===== src/rtl/fsht_pkg.sv =====
// fsht_pkg: shared constants and types of the field schema hash table
// table size, hash constants, mode codes, stored pair layout
// no dependencies
`timescale 1ns / 1ps

package fsht_pkg;

	// table size and derived widths
	localparam int MAX_FIELDS = 32;
	localparam int CNT_W      = $clog2(MAX_FIELDS + 1);
	localparam int ADDR_W     = (MAX_FIELDS > 1) ? $clog2(MAX_FIELDS) : 1;

	// field widths
	localparam int ID_W  = 32;
	localparam int OFF_W = 31;

	// fnv-1a constants
	localparam logic [31:0] SEED_BASIS = 32'h811C_9DC5;
	localparam logic [31:0] HASH_PRIME = 32'h0100_0193;
	localparam logic [7:0]  BYTE_MASK  = 8'hFF;

	// mode codes
	localparam logic [1:0] MODE_ADD   = 2'd0;
	localparam logic [1:0] MODE_EMIT  = 2'd1;
	localparam logic [1:0] MODE_CLEAR = 2'd2;

	// one stored (id, offset) pair
	typedef struct packed {
		logic [ID_W-1:0]  id;
		logic [OFF_W-1:0] off;
	} pair_t;

	localparam int PAIR_W = $bits(pair_t);

	// status of the hash fold unit
	typedef struct packed {
		logic running;
		logic done;
	} hash_stat_t;

endpackage


===== src/rtl/fsht_ram.sv =====
// fsht_ram: generic single-port-write, single-port-read ram
// registered read, no reset on the array
// no dependencies
`timescale 1ns / 1ps

module fsht_ram #(
	parameter int WIDTH = 8,
	parameter int DEPTH = 16
) (
	input  logic                                       clk,
	input  logic                                       we,
	input  logic [((DEPTH > 1) ? $clog2(DEPTH) : 1)-1:0] waddr,
	input  logic [WIDTH-1:0]                           wdata,
	input  logic                                       re,
	input  logic [((DEPTH > 1) ? $clog2(DEPTH) : 1)-1:0] raddr,
	output logic [WIDTH-1:0]                           rdata
);

	logic [WIDTH-1:0] mem [DEPTH];

	always_ff @(posedge clk) begin
		if (we) begin
			mem[waddr] <= wdata;
		end
		if (re) begin
			rdata <= mem[raddr];
		end
	end

endmodule


===== src/rtl/fsht_hash.sv =====
// fsht_hash: iterative fnv-1a fold of one 32-bit id, one byte per cycle
// four steps, low byte first, seeded with the offset basis when the hash is zero
// depends on fsht_pkg
`timescale 1ns / 1ps

module fsht_hash (
	input  logic                hash_clk,
	input  logic                arst_n,
	input  logic                start,
	input  logic [31:0]         hash_in,
	input  logic [31:0]         id_in,
	output fsht_pkg::hash_stat_t stat,
	output logic [31:0]         hash_out
);

	logic [31:0] h_q;
	logic [31:0] id_q;
	logic [1:0]  step_q;
	logic        run_q;
	logic        done_q;
	logic [31:0] mix;
	logic [31:0] prod;

	// xor the low byte in, then multiply by the prime mod 2^32
	assign mix  = h_q ^ {24'd0, id_q[7:0] & fsht_pkg::BYTE_MASK};
	assign prod = mix * fsht_pkg::HASH_PRIME;

	always_ff @(posedge hash_clk or negedge arst_n) begin
		if (!arst_n) begin
			run_q  <= 1'b0;
			done_q <= 1'b0;
			step_q <= 2'd0;
		end else begin
			done_q <= 1'b0;
			if (start) begin
				run_q  <= 1'b1;
				step_q <= 2'd0;
			end else if (run_q) begin
				step_q <= step_q + 2'd1;
				if (step_q == 2'd3) begin
					run_q  <= 1'b0;
					done_q <= 1'b1;
				end
			end
		end
	end

	always_ff @(posedge hash_clk) begin
		if (start) begin
			h_q  <= (hash_in == 32'd0) ? fsht_pkg::SEED_BASIS : hash_in;
			id_q <= id_in;
		end else if (run_q) begin
			h_q  <= prod;
			id_q <= {8'd0, id_q[31:8]};
		end
	end

	assign stat.running = run_q;
	assign stat.done    = done_q;
	assign hash_out     = h_q;

endmodule


===== src/rtl/field_schema_hash_table.sv =====
// field_schema_hash_table: schema builder with a running fnv-1a hash over field ids
// top level: command port, pair table in fsht_ram, hash fold in fsht_hash
// depends on fsht_pkg, fsht_ram, fsht_hash
`timescale 1ns / 1ps

// usage
//   a command word (mode, field_id, field_offset) is taken at a rising edge with
//   start high and busy low. every result word is shown for exactly one cycle
//   with done high; the receiver cannot hold results off, so none is ever held.
//   mode add   : stores the pair and folds the id into the hash, four multiply
//                steps in the fold unit, one per cycle. done follows the end of
//                the fold through the output register; busy is high until then.
//   add, table full : refused at once, one word with table_full, next cycle.
//   mode emit  : walks the pair ram one address per cycle, one word per stored
//                pair, last on the final one. each pair passes the ram read and
//                the output register on its way out. an empty table gives one
//                word with is_empty, next cycle.
//   mode clear / unused code : one status word next cycle, busy stays low,
//                so a new command may follow in the very next cycle.
//   reset: hash and pair count go to zero, no word is pending. the ram is not
//   cleared; only entries below the count are ever read.

module field_schema_hash_table (
	input  logic        clk,
	input  logic        arst_n,
	input  logic        start,
	output logic        busy,
	input  logic [1:0]  mode,
	input  logic [31:0] field_id,
	input  logic [30:0] field_offset,
	output logic        done,
	output logic [31:0] schema_hash,
	output logic        pair_valid,
	output logic [31:0] pair_id,
	output logic [30:0] pair_offset,
	output logic        is_empty,
	output logic        table_full,
	output logic        last
);

	// sequencer codes
	localparam logic [1:0] ST_IDLE = 2'd0;
	localparam logic [1:0] ST_ADD  = 2'd1;
	localparam logic [1:0] ST_EMIT = 2'd2;

	logic [1:0]                    state_q;
	logic [31:0]                   hash_q;
	logic [fsht_pkg::CNT_W-1:0]    count_q;
	logic [fsht_pkg::ADDR_W-1:0]   idx_q;

	// read pipeline stage: a ram word is on its way
	logic                          rd_s1;
	logic                          last_s1;

	logic                          accept;
	logic                          full_now;
	logic                          add_ok;
	logic                          emit_last;

	fsht_pkg::pair_t               wr_pair;
	fsht_pkg::pair_t               rd_pair;
	logic                          ram_re;

	fsht_pkg::hash_stat_t          hstat;
	logic [31:0]                   hash_res;

	// output word registers
	logic                          done_q;
	logic [31:0]                   o_hash_q;
	logic                          o_pv_q;
	logic [31:0]                   o_id_q;
	logic [30:0]                   o_off_q;
	logic                          o_empty_q;
	logic                          o_full_q;
	logic                          o_last_q;

	// next output word
	logic                          load_out;
	logic [31:0]                   n_hash;
	logic                          n_pv;
	logic [31:0]                   n_id;
	logic [30:0]                   n_off;
	logic                          n_empty;
	logic                          n_full;
	logic                          n_last;

	// busy also covers the read still in flight, so a single-word command
	// never lands on the output register in the same cycle as a pair
	assign busy     = (state_q != ST_IDLE) || rd_s1;
	assign accept   = start && !busy;
	assign full_now = (count_q >= fsht_pkg::CNT_W'(fsht_pkg::MAX_FIELDS));
	assign add_ok   = accept && (mode == fsht_pkg::MODE_ADD) && !full_now;

	// final address of an emit walk
	assign emit_last = ((fsht_pkg::CNT_W'(idx_q) + fsht_pkg::CNT_W'(1)) == count_q);
	assign ram_re    = (state_q == ST_EMIT);

	assign wr_pair.id  = field_id;
	assign wr_pair.off = field_offset;

	// pair table; write and read never meet since emit and add are serialized
	fsht_ram #(
		.WIDTH (fsht_pkg::PAIR_W),
		.DEPTH (fsht_pkg::MAX_FIELDS)
	) u_pair_ram (
		.clk   (clk),
		.we    (add_ok),
		.waddr (count_q[fsht_pkg::ADDR_W-1:0]),
		.wdata (wr_pair),
		.re    (ram_re),
		.raddr (idx_q),
		.rdata (rd_pair)
	);

	// hash fold unit, started with the hash as it stands now
	fsht_hash u_hash (
		.hash_clk (clk),
		.arst_n   (arst_n),
		.start    (add_ok),
		.hash_in  (hash_q),
		.id_in    (field_id),
		.stat     (hstat),
		.hash_out (hash_res)
	);

	// pick the word for the output register
	always_comb begin
		load_out = 1'b0;
		n_hash   = hash_q;
		n_pv     = 1'b0;
		n_id     = 32'd0;
		n_off    = 31'd0;
		n_empty  = (count_q == '0);
		n_full   = 1'b0;
		n_last   = 1'b1;
		if (rd_s1) begin
			// one stored pair of an emit walk
			load_out = 1'b1;
			n_pv     = 1'b1;
			n_id     = rd_pair.id;
			n_off    = rd_pair.off;
			n_empty  = 1'b0;
			n_last   = last_s1;
		end else if (hstat.done) begin
			// add finished: new hash, table now holds at least one pair
			load_out = 1'b1;
			n_hash   = hash_res;
			n_empty  = 1'b0;
		end else if (accept) begin
			case (mode)
				fsht_pkg::MODE_ADD: begin
					if (full_now) begin
						load_out = 1'b1;
						n_full   = 1'b1;
					end
				end
				fsht_pkg::MODE_EMIT: begin
					if (count_q == '0) begin
						load_out = 1'b1;
					end
				end
				fsht_pkg::MODE_CLEAR: begin
					load_out = 1'b1;
					n_hash   = 32'd0;
					n_empty  = 1'b1;
				end
				default: begin
					// unused code: status word only
					load_out = 1'b1;
				end
			endcase
		end
	end

	// control: sequencer, hash, count, read stage
	always_ff @(posedge clk or negedge arst_n) begin
		if (!arst_n) begin
			state_q <= ST_IDLE;
			hash_q  <= 32'd0;
			count_q <= '0;
			idx_q   <= '0;
			rd_s1   <= 1'b0;
			last_s1 <= 1'b0;
			done_q  <= 1'b0;
		end else begin
			done_q <= load_out;
			rd_s1  <= 1'b0;
			case (state_q)
				ST_IDLE: begin
					if (accept) begin
						case (mode)
							fsht_pkg::MODE_ADD: begin
								if (!full_now) begin
									count_q <= count_q + fsht_pkg::CNT_W'(1);
									state_q <= ST_ADD;
								end
							end
							fsht_pkg::MODE_EMIT: begin
								if (count_q != '0) begin
									idx_q   <= '0;
									state_q <= ST_EMIT;
								end
							end
							fsht_pkg::MODE_CLEAR: begin
								hash_q  <= 32'd0;
								count_q <= '0;
							end
							default: begin
							end
						endcase
					end
				end
				ST_ADD: begin
					if (hstat.done) begin
						hash_q  <= hash_res;
						state_q <= ST_IDLE;
					end
				end
				ST_EMIT: begin
					// one read a cycle; the data comes out of the ram next cycle
					rd_s1   <= 1'b1;
					last_s1 <= emit_last;
					if (emit_last) begin
						state_q <= ST_IDLE;
					end else begin
						idx_q <= idx_q + fsht_pkg::ADDR_W'(1);
					end
				end
				default: begin
					state_q <= ST_IDLE;
				end
			endcase
		end
	end

	// output word payload
	always_ff @(posedge clk) begin
		if (load_out) begin
			o_hash_q  <= n_hash;
			o_pv_q    <= n_pv;
			o_id_q    <= n_id;
			o_off_q   <= n_off;
			o_empty_q <= n_empty;
			o_full_q  <= n_full;
			o_last_q  <= n_last;
		end
	end

	assign done        = done_q;
	assign schema_hash = o_hash_q;
	assign pair_valid  = o_pv_q;
	assign pair_id     = o_id_q;
	assign pair_offset = o_off_q;
	assign is_empty    = o_empty_q;
	assign table_full  = o_full_q;
	assign last        = o_last_q;

	// the fold unit only runs while the sequencer waits on it
	a_hash_in_add: assert property (@(posedge clk) disable iff (!arst_n)
		(hstat.running || hstat.done) |-> (state_q == ST_ADD))
		else $error("hash unit active outside an add");

	// the pair count never passes the table size
	a_count_range: assert property (@(posedge clk) disable iff (!arst_n)
		count_q <= fsht_pkg::CNT_W'(fsht_pkg::MAX_FIELDS))
		else $error("pair count beyond table size");

	// every ram word on its way becomes a pair word in the next cycle
	a_read_to_word: assert property (@(posedge clk) disable iff (!arst_n)
		rd_s1 |=> (done && pair_valid && !is_empty && !table_full))
		else $error("ram read did not produce a pair word");

	// a final pair ends the walk and frees the port
	a_last_frees: assert property (@(posedge clk) disable iff (!arst_n)
		(rd_s1 && last_s1) |=> !busy)
		else $error("busy stuck after final pair");

endmodule


===== config.mk =====
export PLATFORM = sky130hd
export DESIGN_NAME = field_schema_hash_table
export DESIGN_NICKNAME = d
export VERILOG_FILES = /design/src/rtl/fsht_pkg.sv /design/src/rtl/fsht_ram.sv /design/src/rtl/fsht_hash.sv /design/src/rtl/field_schema_hash_table.sv
export SDC_FILE = /design/constraint.sdc
export NUM_CORES = 2
export LEC_CHECK = 0
export BUFFER_PORTS_ARGS = -buffer_cell sky130_fd_sc_hd__buf_2
export CAP_MARGIN = 20
export CORE_UTILIZATION = 50
export CTS_BUF_LIST = sky130_fd_sc_hd__clkbuf_4
export CTS_CLUSTER_DIAMETER = 60
export DETAILED_ROUTE_END_ITERATION = 12
export PLACE_DENSITY = 0.78
export SETUP_SLACK_MARGIN = 0.1
export SLEW_MARGIN = 20
export SYNTH_ARGS = -nofsm -noshare
export SYNTH_HDL_FRONTEND = slang
export SYNTH_HIERARCHICAL = 1
export SYNTH_SLANG_ARGS = --single-unit

===== constraint.sdc =====
create_clock -name clk -period 14.1 [get_ports clk]
set_input_delay 3.525 -clock clk [delete_from_list [all_inputs] [get_ports clk]]
set_output_delay 3.525 -clock clk [all_outputs]
set_load 0.1 [all_outputs]

==> run metrics <==
final wirelength=approximately 230,000 um; Core Rows=about 160; GRT Util Overall=between 20 and 25%; Worst Path Max Fanout=approximately 70; final HPWL from detailed placement=around 130,000 um; Final TNS setup=0 ps; f_max=~150 MHz; RR Endpoint=u_hash/hash_out[31]; pin count of the biggest net entering global routing=between 90 and 100; CTS tree=yes; Post CTS Setup Buffer Count=0; R2R Setup Slk=8120 ps; Min-Delay Path Class=flop to flop; endpoints failing setup=0; placed cell area=slightly below 0.1 mm^2; Remaining DRCs=0; layout cell share with drive strength beyond 1=approximately a third; Initial Util=slightly above 50%; DRT iter0 DRCs=5,829; Boundary Pins=roughly 170; vias in the first global route=48,770; clock skew=about 170 ps; worst endpoint data arrival time=about 3000 ps; clk buf depth=4; routability cong.=around 0.9; max cap viols=0; Cells after Synth=about 4,400; hold path depth=2; crit path capture type=primary output; worst skew pair latency=about 1400 ps; depth of the worst register-to-register path=19; Num CTS Buffers=580; port bufs=approximately 170; clk sink count=~2,300; slowest stage delay, CP=1000 ps; outcome=completed; DR vias/cell=6.06; post-route ant nets=0; delay-heaviest family, CP=flip-flops; placed insts=6,869; Min-Delay Startpoint=last_s1; CTS clock-pin slew for the worst setup and hold paths=about 60 ps; RSZ-0062 raised after global routing=false; Post-CTS Resized=0; Post-Syn Area per Cell=between 20 and 25 um^2; core box area=around 0.19 mm^2; CTS H-tree depth=6; slowest CP cell=dfrtp_4; Worst Tran Pin Value=1280 ps; crit share post-route=46.2%; Final Cell Area=~0.10 mm^2; Die Ht=~430 um; Util after Layout=around 56%; Net count, final=5,303; worst path bufs/invs=2; initial antenna violation count=20; startpoint types=flop; Mapped Nets=about 4,700; DIE AREA=0.188 mm^2; grt ovf=0; WS Path Type=flop to primary output; Hold Crit Endpoint=last_s1; Worst R2R Start=u_hash/hash_out[5]; Hold-fix buffers, CTS=0; Avg WL per Cell=about 29 um; CP cell instances=nor3_2 -> inv_1 -> buf_2; max_slew headroom=around 14%; first-pass GRT wire length=329,000 um; final hold violation count=0; synthesized area=between 0.09 and 0.1 mm^2; data required time at the worst endpoint=around 11,000 ps; Tmin final=6520 ps; synth-to-layout area growth=11.6%; max-slew violation count=0; Vias=approximately 48,000; fin cells=about 8,000; DIE WIDTH=434 um; synth warn=6; first-pass detailed-route iteration total=6; Root Driver=clkbuf_4
## worst register-to-register path, stage by stage, from the launching register on
cell,delay (ps)
edfxtp_1,460
xor2_1,600
ha_1,350
ha_1,310
fa_1,460
ha_1,220
fa_1,440
ha_1,290
inv_1,50
fa_1,480
inv_1,50
ha_1,430
o21a_1,180
o21ai_0,80
a21oi_1,260
o211ai_2,200
a31oi_1,310
o211ai_2,120
and3_1,190
o32a_1,270
## registers in the layout (all words and copies together), names as in the netlist
signal            cells
pair_valid            1
done                  1
pair_id              32
u_pair_ram/rdata     63
pair_offset          31
count_q               6
u_hash/hash_out      32
u_pair_ram/mem     2016
last                  1
idx_q                 5
u_hash/id_q          32
schema_hash          32
table_full            1
is_empty              1
rd_s1                 1
u_hash/run_q          1
state_q               2
last_s1               1
u_hash/done_q         1
u_hash/step_q         2
hash_q               32
## worst max-delay path by stage
| stage | to | depth (start not counted) | from |
|---|---|---|---|
| CTS | busy | 3 | rd_s1 |
| detailed placement | u_pair_ram/mem[15][4] | 8 | start |
| finish | busy | 3 | rd_s1 |
| global placement | u_pair_ram/mem[5][7] | 8 | start |
| global route | busy | 3 | rd_s1 |
| floorplan | done | 3 | mode[1] |
## metrics by stage
stage | setup WS, ps | hold slack [ps]
floorplan | 2410 | 447
global placement | 6500 | 466
detailed placement | 6420 | 473
CTS | 7260 | 469
global route | 7250 | 491
finish | 7580 | 482
## final cells by class
type	count	area (um^2)
fillers	13587	81300
repair buffers	247	1500
multi-input cells	1642	23200
clock inverters	135	734
flip-flops and latches	2294	68600
diodes	12	30.0
clock buffers	820	6160
inverters	207	781
well taps	2480	3100
## cells in the final DEF (no fill, tap or decap), types with 9 or more instances in the layout
| cell | n |
|---|---|
| a21oi_1 | 26 |
| clkinv_1 | 96 |
| nor2_4 | 32 |
| dfrtp_1 | 45 |
| nand2_1 | 38 |
| o22ai_1 | 11 |
| o21ai_1 | 9 |
| nor4_1 | 9 |
| inv_1 | 205 |
| xor2_1 | 20 |
| diode_2 | 12 |
| nor2_1 | 40 |
| a21o_1 | 13 |
| edfxtp_1 | 2242 |
| buf_4 | 75 |
| inv_2 | 12 |
| a221oi_1 | 12 |
| xnor2_1 | 33 |
| clkbuf_4 | 820 |
| o21ai_0 | 64 |
| nor2b_1 | 10 |
| nand3b_1 | 37 |
| o22a_1 | 12 |
| a211oi_1 | 10 |
| mux2i_1 | 44 |
| mux4_2 | 591 |
| buf_2 | 168 |
| a22o_1 | 66 |
| ha_1 | 189 |
| clkinv_2 | 14 |
| and2_1 | 77 |
| mux2_2 | 96 |
| nand3_1 | 12 |
| fa_1 | 74 |
## layer usage
metal  up-vias  track usage [%]  wire, um
met5         -                0        81
met4        12             11.2      9200
met3       489             5.49     21900
met2      2887             39.2    112000
met1     24635             31.9     83500
li1      19482                -         -
Power is left out: the tool's default activity adds up to more than one toggle a clock period on the data nets, which glitch-free logic cannot reach.
